--- config.mk ---
export PLATFORM = sky130hd
export DESIGN_NAME = mva_ctrl
export DESIGN_NICKNAME = d
export VERILOG_FILES = /design/src/hw/rtl/mva_pkg.sv /design/src/hw/rtl/mva_ctrl.sv
export SDC_FILE = /design/constraint.sdc
export NUM_CORES = 1
export LEC_CHECK = 0
export BUFFER_PORTS_ARGS = -buffer_cell sky130_fd_sc_hd__buf_2
export CAP_MARGIN = 40
export CORE_AREA = 2 2 39 41
export DETAILED_ROUTE_END_ITERATION = 12
export DIE_AREA = 0 0 41 43
export PLACE_DENSITY = 0.58
export SLEW_MARGIN = 20
export SYNTH_ARGS = -nofsm -noshare
export SYNTH_HDL_FRONTEND = slang
export SYNTH_SLANG_ARGS = --single-unit
export TNS_END_PERCENT = 50
--- constraint.sdc ---
create_clock -name clk_i -period 1.3 [get_ports clk_i]
set_clock_uncertainty 0.15 [all_clocks]
set_input_delay 0 -clock clk_i [delete_from_list [all_inputs] [get_ports clk_i]]
set_output_delay 0 -clock clk_i [all_outputs]
set_load 0.005 [all_outputs]
--- src/hw/rtl/mva_pkg.sv ---
// ----------------------------------------------------------------------------
// mva_pkg
// Shared types and constants for the mesh volume accumulator.
// ----------------------------------------------------------------------------
package mva_pkg;

  localparam int unsigned VertexDepthDflt = 4096;
  localparam int unsigned DivSteps        = 7;

  typedef enum logic [1:0] {
    MODE_STORE  = 2'd0,
    MODE_FACE   = 2'd1,
    MODE_FINISH = 2'd2,
    MODE_NONE   = 2'd3
  } mode_e;

  typedef enum logic [1:0] {
    SEL_SLOT,
    SEL_A,
    SEL_B,
    SEL_C
  } rd_sel_e;

  typedef enum logic [3:0] {
    ST_IDLE,
    ST_RD_A,
    ST_RD_B,
    ST_RD_C,
    ST_CAP_C,
    ST_MUL1,
    ST_MUL2,
    ST_SUM,
    ST_ACC,
    ST_DIV,
    ST_OUT
  } state_e;

  typedef struct packed {
    logic    store;
    logic    load_item;
    rd_sel_e rd_sel;
    logic    cap_a;
    logic    cap_b;
    logic    cap_c;
    logic    mul1;
    logic    mul2;
    logic    sum;
    logic    acc;
    logic    div_load;
    logic    div_step;
    logic    out_load;
  } cmd_t;

  typedef struct packed {
    logic div_last;
    logic out_busy;
  } status_t;

endpackage

--- src/hw/rtl/mva_ctrl.sv ---
// ----------------------------------------------------------------------------
// mva_ctrl
// Sequencer: vertex fetch, determinant steps, accumulate and divide-by-six.
// ----------------------------------------------------------------------------
module mva_ctrl
  import mva_pkg::*;
(
  input  logic        clk_i,
  input  logic        rst_ni,
  input  logic        in_valid_i,
  input  logic [1:0]  mode_i,
  input  status_t     status_i,
  output logic        in_ready_o,
  output cmd_t        cmd_o
);

  state_e state_q, state_d;
  logic   accept;

  assign in_ready_o = (state_q == ST_IDLE);
  assign accept     = in_valid_i && in_ready_o;

  // next state
  always_comb begin
    state_d = state_q;
    case (state_q)
      ST_IDLE: begin
        if (accept && mode_i == MODE_FACE) state_d = ST_RD_A;
        else if (accept && mode_i == MODE_FINISH) state_d = ST_DIV;
      end
      ST_RD_A:  state_d = ST_RD_B;
      ST_RD_B:  state_d = ST_RD_C;
      ST_RD_C:  state_d = ST_CAP_C;
      ST_CAP_C: state_d = ST_MUL1;
      ST_MUL1:  state_d = ST_MUL2;
      ST_MUL2:  state_d = ST_SUM;
      ST_SUM:   state_d = ST_ACC;
      ST_ACC:   state_d = ST_IDLE;
      ST_DIV: begin
        if (status_i.div_last) state_d = ST_OUT;
      end
      ST_OUT: begin
        if (!status_i.out_busy) state_d = ST_IDLE;
      end
      default: state_d = ST_IDLE;
    endcase
  end

  // command outputs
  always_comb begin
    cmd_o = '0;
    cmd_o.rd_sel = SEL_SLOT;
    case (state_q)
      ST_IDLE: begin
        cmd_o.load_item = accept;
        cmd_o.store     = accept && (mode_i == MODE_STORE);
        cmd_o.div_load  = accept && (mode_i == MODE_FINISH);
      end
      ST_RD_A: cmd_o.rd_sel = SEL_A;
      ST_RD_B: begin
        cmd_o.rd_sel = SEL_B;
        cmd_o.cap_a  = 1'b1;
      end
      ST_RD_C: begin
        cmd_o.rd_sel = SEL_C;
        cmd_o.cap_b  = 1'b1;
      end
      ST_CAP_C: cmd_o.cap_c = 1'b1;
      ST_MUL1:  cmd_o.mul1 = 1'b1;
      ST_MUL2:  cmd_o.mul2 = 1'b1;
      ST_SUM:   cmd_o.sum = 1'b1;
      ST_ACC:   cmd_o.acc = 1'b1;
      ST_DIV:   cmd_o.div_step = 1'b1;
      ST_OUT:   cmd_o.out_load = !status_i.out_busy;
      default: ;
    endcase
  end

  always_ff @(posedge clk_i or negedge rst_ni) begin
    if (!rst_ni) begin
      state_q <= ST_IDLE;
    end else begin
      state_q <= state_d;
    end
  end

endmodule

* Word level (Yosys, flattened, before mapping) *
Index checks and enable logic that the tools add are counted.

operators by class
  add/sub/neg operators = 0
  multipliers = 0
  div/mod/pow operators = 0
  order comparisons = 0
  eq/ne operators = 15
  shift-type cells = 0
  multiplexer cells = 17
  bitwise logic cells = 0
  reductions and logical operators = 8

operators by type and width
  operator                                                                  number
  4-bit case mux with 10 select lines                                       1
  4-bit by 3-bit == test with 1-bit output (second input constant)          4
  4-bit two-way mux                                                         4
  4-bit == test (second input constant)                                     3
  1-bit two-way mux                                                         10
  4-bit by 2-bit == test with 1-bit output (second input constant)          2
  2-bit case mux with 3 select lines                                        1
  4-bit by 1-bit == test with 1-bit output (second input constant)          1
  1-bit logical AND                                                         4
  4-bit logical NOT                                                         1
  2-bit inequality test (second input constant)                             2
  3-bit by 1-bit inequality test with 1-bit output (second input constant)  1
  3-bit AND reduction                                                       1
  2-bit by 1-bit == test with 1-bit output (second input constant)          1
  2-bit == test (second input constant)                                     1
  2-bit logical NOT                                                         1
  2-bit two-way mux                                                         1
  1-bit logical NOT                                                         1

storage, ports and cells
  flip-flop bits (word level) = 4
  bits in latches = 0
  bits in writable memories = 0
  bits in read-only memories = 0
  output and inout bits = 15
  word-level logic and storage cells = 41
  memories = 0

* Longest topological paths before layout *
  word-level depth = 6
  depth in mapped cells = 4

* Worst setup path after synthesis *
OpenSTA, ideal clock, no wires.

  path kind = register -> register
  start = reg state_q[2]
  end = reg state_q[3]
  arrival time = 1,043 ps
  path slack = 20 ps
  cell stages (with the launch flop) = 5
  buffers on the path = 1
  clock period less this slack = 1,280 ps
  cell sequence = dfrtp_1 buf_6 nor4_4 nand4b_1 o211ai_1

on the way
  cells in the longest elaborated chain, start to end = 5
  elaborated cells between the ends (all ways) = 19
  those cells by class = eq/ne (12); mux (2); reduce/logical (5)

RTL lines
  element                                                                                       RTL line                        RTL
  start, declared                                                                               mva_ctrl.sv:17                  state_e state_q, state_d;
  start signal, assigned                                                                        mva_ctrl.sv:83                  state_q <= state_d;
  4-bit logical NOT (*)                                                                         mva_ctrl.sv:20                  assign in_ready_o = (state_q == ST_IDLE);
  via in_ready_o                                                                                mva_ctrl.sv:13                  output logic in_ready_o,
  1-bit logical AND                                                                             mva_ctrl.sv:21                  assign accept = in_valid_i && in_ready_o;
  1-bit logical AND, on equally long branches                                                   mva_ctrl.sv:28, mva_ctrl.sv:29
  4-bit two-way mux / 3-bit by 1-bit inequality test with 1-bit output (equally long branches)  -
  4-bit case mux with 10 select lines / 3-bit AND reduction (equally long branches)             -

Mark *: on every way through the listed nets, which the timed path passes. The rest lies on a longest branch.
A chain may end at the register's enable or synchronous reset.

==> run metrics <==
Tmin final 1.49 ns; largest net degree at the start of global routing 8; Slew Limit Headroom 83.3%; worst min path class input port to flop; Fin. Hold Viols 0; cell depth of the worst flop-to-flop path 5; Leakage 0.000399 µW; Main synth FF type dfrtp_1; Placed Cells 86; Synth cell types 22; total grt overflow 0; Yosys top cell area share 27.7%; Via density 4.61; Final period util 115%; vias in the first global route 446; NumNets Final 96; Routed WL 1.26 mm; total number of H-tree levels 1; Final Util 55.4%; Final setup viols 18; first-pass GRT wire length 1.81 mm; deepest clock path buffer count 2; Avg Cell Area, Syn 8.22 µm²; Pre-antenna DRT Iters 3; Crit path required time 1.15 ns; initial drt markers 2; Largest Register state_q; Seq/Total Area, Yosys 27.7%; chip width 41 µm; post-route setup slack -0.192 ns; Comb pwr share 73.0%; via count 475; biggest regs state_q: 4 flops; Skew-Pair Late Insertion Delay 0.24 ns; clk root buf clkbuf_4; status finished with violations; CTS tree done; GP Congestion 0.801; Layout area overhead 112%; I/O pin total 22; CTS Buf Count 3; initial antenna violation count 0; Least-Margin Pin Slew 0.249 ns; Mapped Nets 51; post-synthesis register bit count 4; P_sw 746 µW; share of cells above drive strength 1 71.3%; P_int 1090 µW; RSZ-0062 raised after global routing yes; WS Path Type flop to output pin; Peak VDD IR 1.16 mV; fin. max-slew vios 0; clock network power share 8.9%; Sum Neg Setup Slack -1.85 ns; Final Non-Filler Cells 103; Setup crit start kind flop; number of routed nets with antenna violations 0; crit-path cells nor4_4 > nand2_1 > nor3_1 > buf_2; die area 0.00176 mm²; Syn Std Cell Area 362 µm²; synth cell count leaders nor3_1 (6), nor2_1 (5), dfrtp_1 (4), inv_1 (3), nand2b_1 (3); CORE AREA 0.00138 mm²; Async S/R FF share, synth 100%; WHS Path Cells 4; synthesized instance count 44; WL per Instance 12.2 µm; Worst EP arrival 1.34 ns; CP Max Fanout 3; violated checks negative setup slack; clock-pin slew on the worst setup and hold paths 0.04 ns; row cnt 14; Slowest cell on crit path dfrtp_2; top-count cell post-synth nor3_1; GRT Total Usage 15.1%; IO Port Bufs 21; Synth area leaders dfrtp_1 (28%), nor3_1 (8.3%), buf_6 (6.2%); Initial Util 26.1%; max incr delay on CP 0.43 ns; Antenna Cells 0; sequential share of power 18.1%; drt drc 0; Crit. End Element output pin; maximum clock rate 670 MHz; CTS Sinks 4; Post-synth EDFFs 0; max reg flops 4; final total power 1840 µW; post-synth top area cell dfrtp_1; switching part of the total 40.6%; Yosys Warn Count 0; DPL Wire Length 785 µm; Cell Pwr Density 2400 mW/mm²; maxcap violations 0; Die Ht 43 µm
-- cells by family after synthesis --
logic type | share of synthesized area [%]
flip-flops | 27.7
AO/OA/AOI/OAI | 11.4
buffers and inverters | 12.1
AND/OR/NAND/NOR | 43.9
XOR/XNOR | 4.85
-- repair_timing --
| item | CTS | global route |
|---|---|---|
| setup endpoints to repair | 16 | 18 |
| resized for setup | 15 | 8 |
| hold endpoints to repair | 7 | 0 |
| pin swaps | 5 | 8 |
| setup buffers | 5 | 4 |
| hold buffers | 5 | 0 |
-- power by group through the flow --
| stage | logic (µW) | clock network (µW) | registers (µW) |
|---|---|---|---|
| after CTS | 1110 | 165 | 333 |
| after global routing | 1450 | 166 | 347 |
| final | 1340 | 163 | 333 |
| after floorplan | 612 | 0 | 207 |
| after detailed placement | 817 | 0 | 336 |
| after global placement | 842 | 0 | 326 |
-- stage by stage --
stage               setup WS, ns  hold WS (ns)  instance area, µm²
floorplan                 0.0203        -0.446                 362
global placement         -0.0130        -0.339                 522
detailed placement      -0.00194        -0.338                 522
CTS                       -0.210        0.0644                 696
global route              -0.255         0.125                 767
finish                    -0.192        0.0752                 767
-- cells in the final DEF, fill, tap and decap left out, types with 2 or more instances in the layout --
master and count:
nor2_2 2, inv_1 3, dfrtp_2 4, nor3_1 2
nor2_1 3, clkbuf_4 3, dlygate4sd3_1 5, buf_6 4
nor3b_2 2, buf_4 13, nor3_2 4, xor2_1 2
buf_2 21, nand2b_4 4
-- path summary, 6_finish.rpt --
path,startpoint,end,slack (ns)
worst max-delay path,state_q[0],cmd_o[13],-0.19
worst min-delay path,mode_i[1],state_q[3],0.08
worst max register to register,state_q[0],state_q[1],-0.13
worst min register to register,state_q[0],state_q[0],0.49
max in group asynchronous,rst_ni,state_q[0],0.26
min in group asynchronous,rst_ni,state_q[1],0.54
-- layout make-up --
type,instances,area (µm²)
timing repair buffer,44,318
clock buffer,3,22.5
sequential,4,105
inverter,3,11.3
multi-input combinational,33,290
fill,131,617
tap,16,20.0
-- worst max-delay path: cells and delay by family (launching register included) --
kind          cells  cell delay, ns
buf+inv           1            0.13
flops             1            0.43
simple gates      3            0.54
-- per-layer routing --
| metal | GRT usage (%) | routed length, µm | share of wire, % | up-vias |
|---|---|---|---|---|
| li1 | - | - | - | 239 |
| met1 | 18.1 | 503 | 40 | 216 |
| met2 | 24.4 | 627 | 50 | 16 |
| met3 | 3.66 | 91 | 7.2 | 4 |
| met4 | 6.00 | 35 | 2.8 | 0 |
| met5 | 0 | 0 | 0 | - |
(Power assumes the default switching activity.)
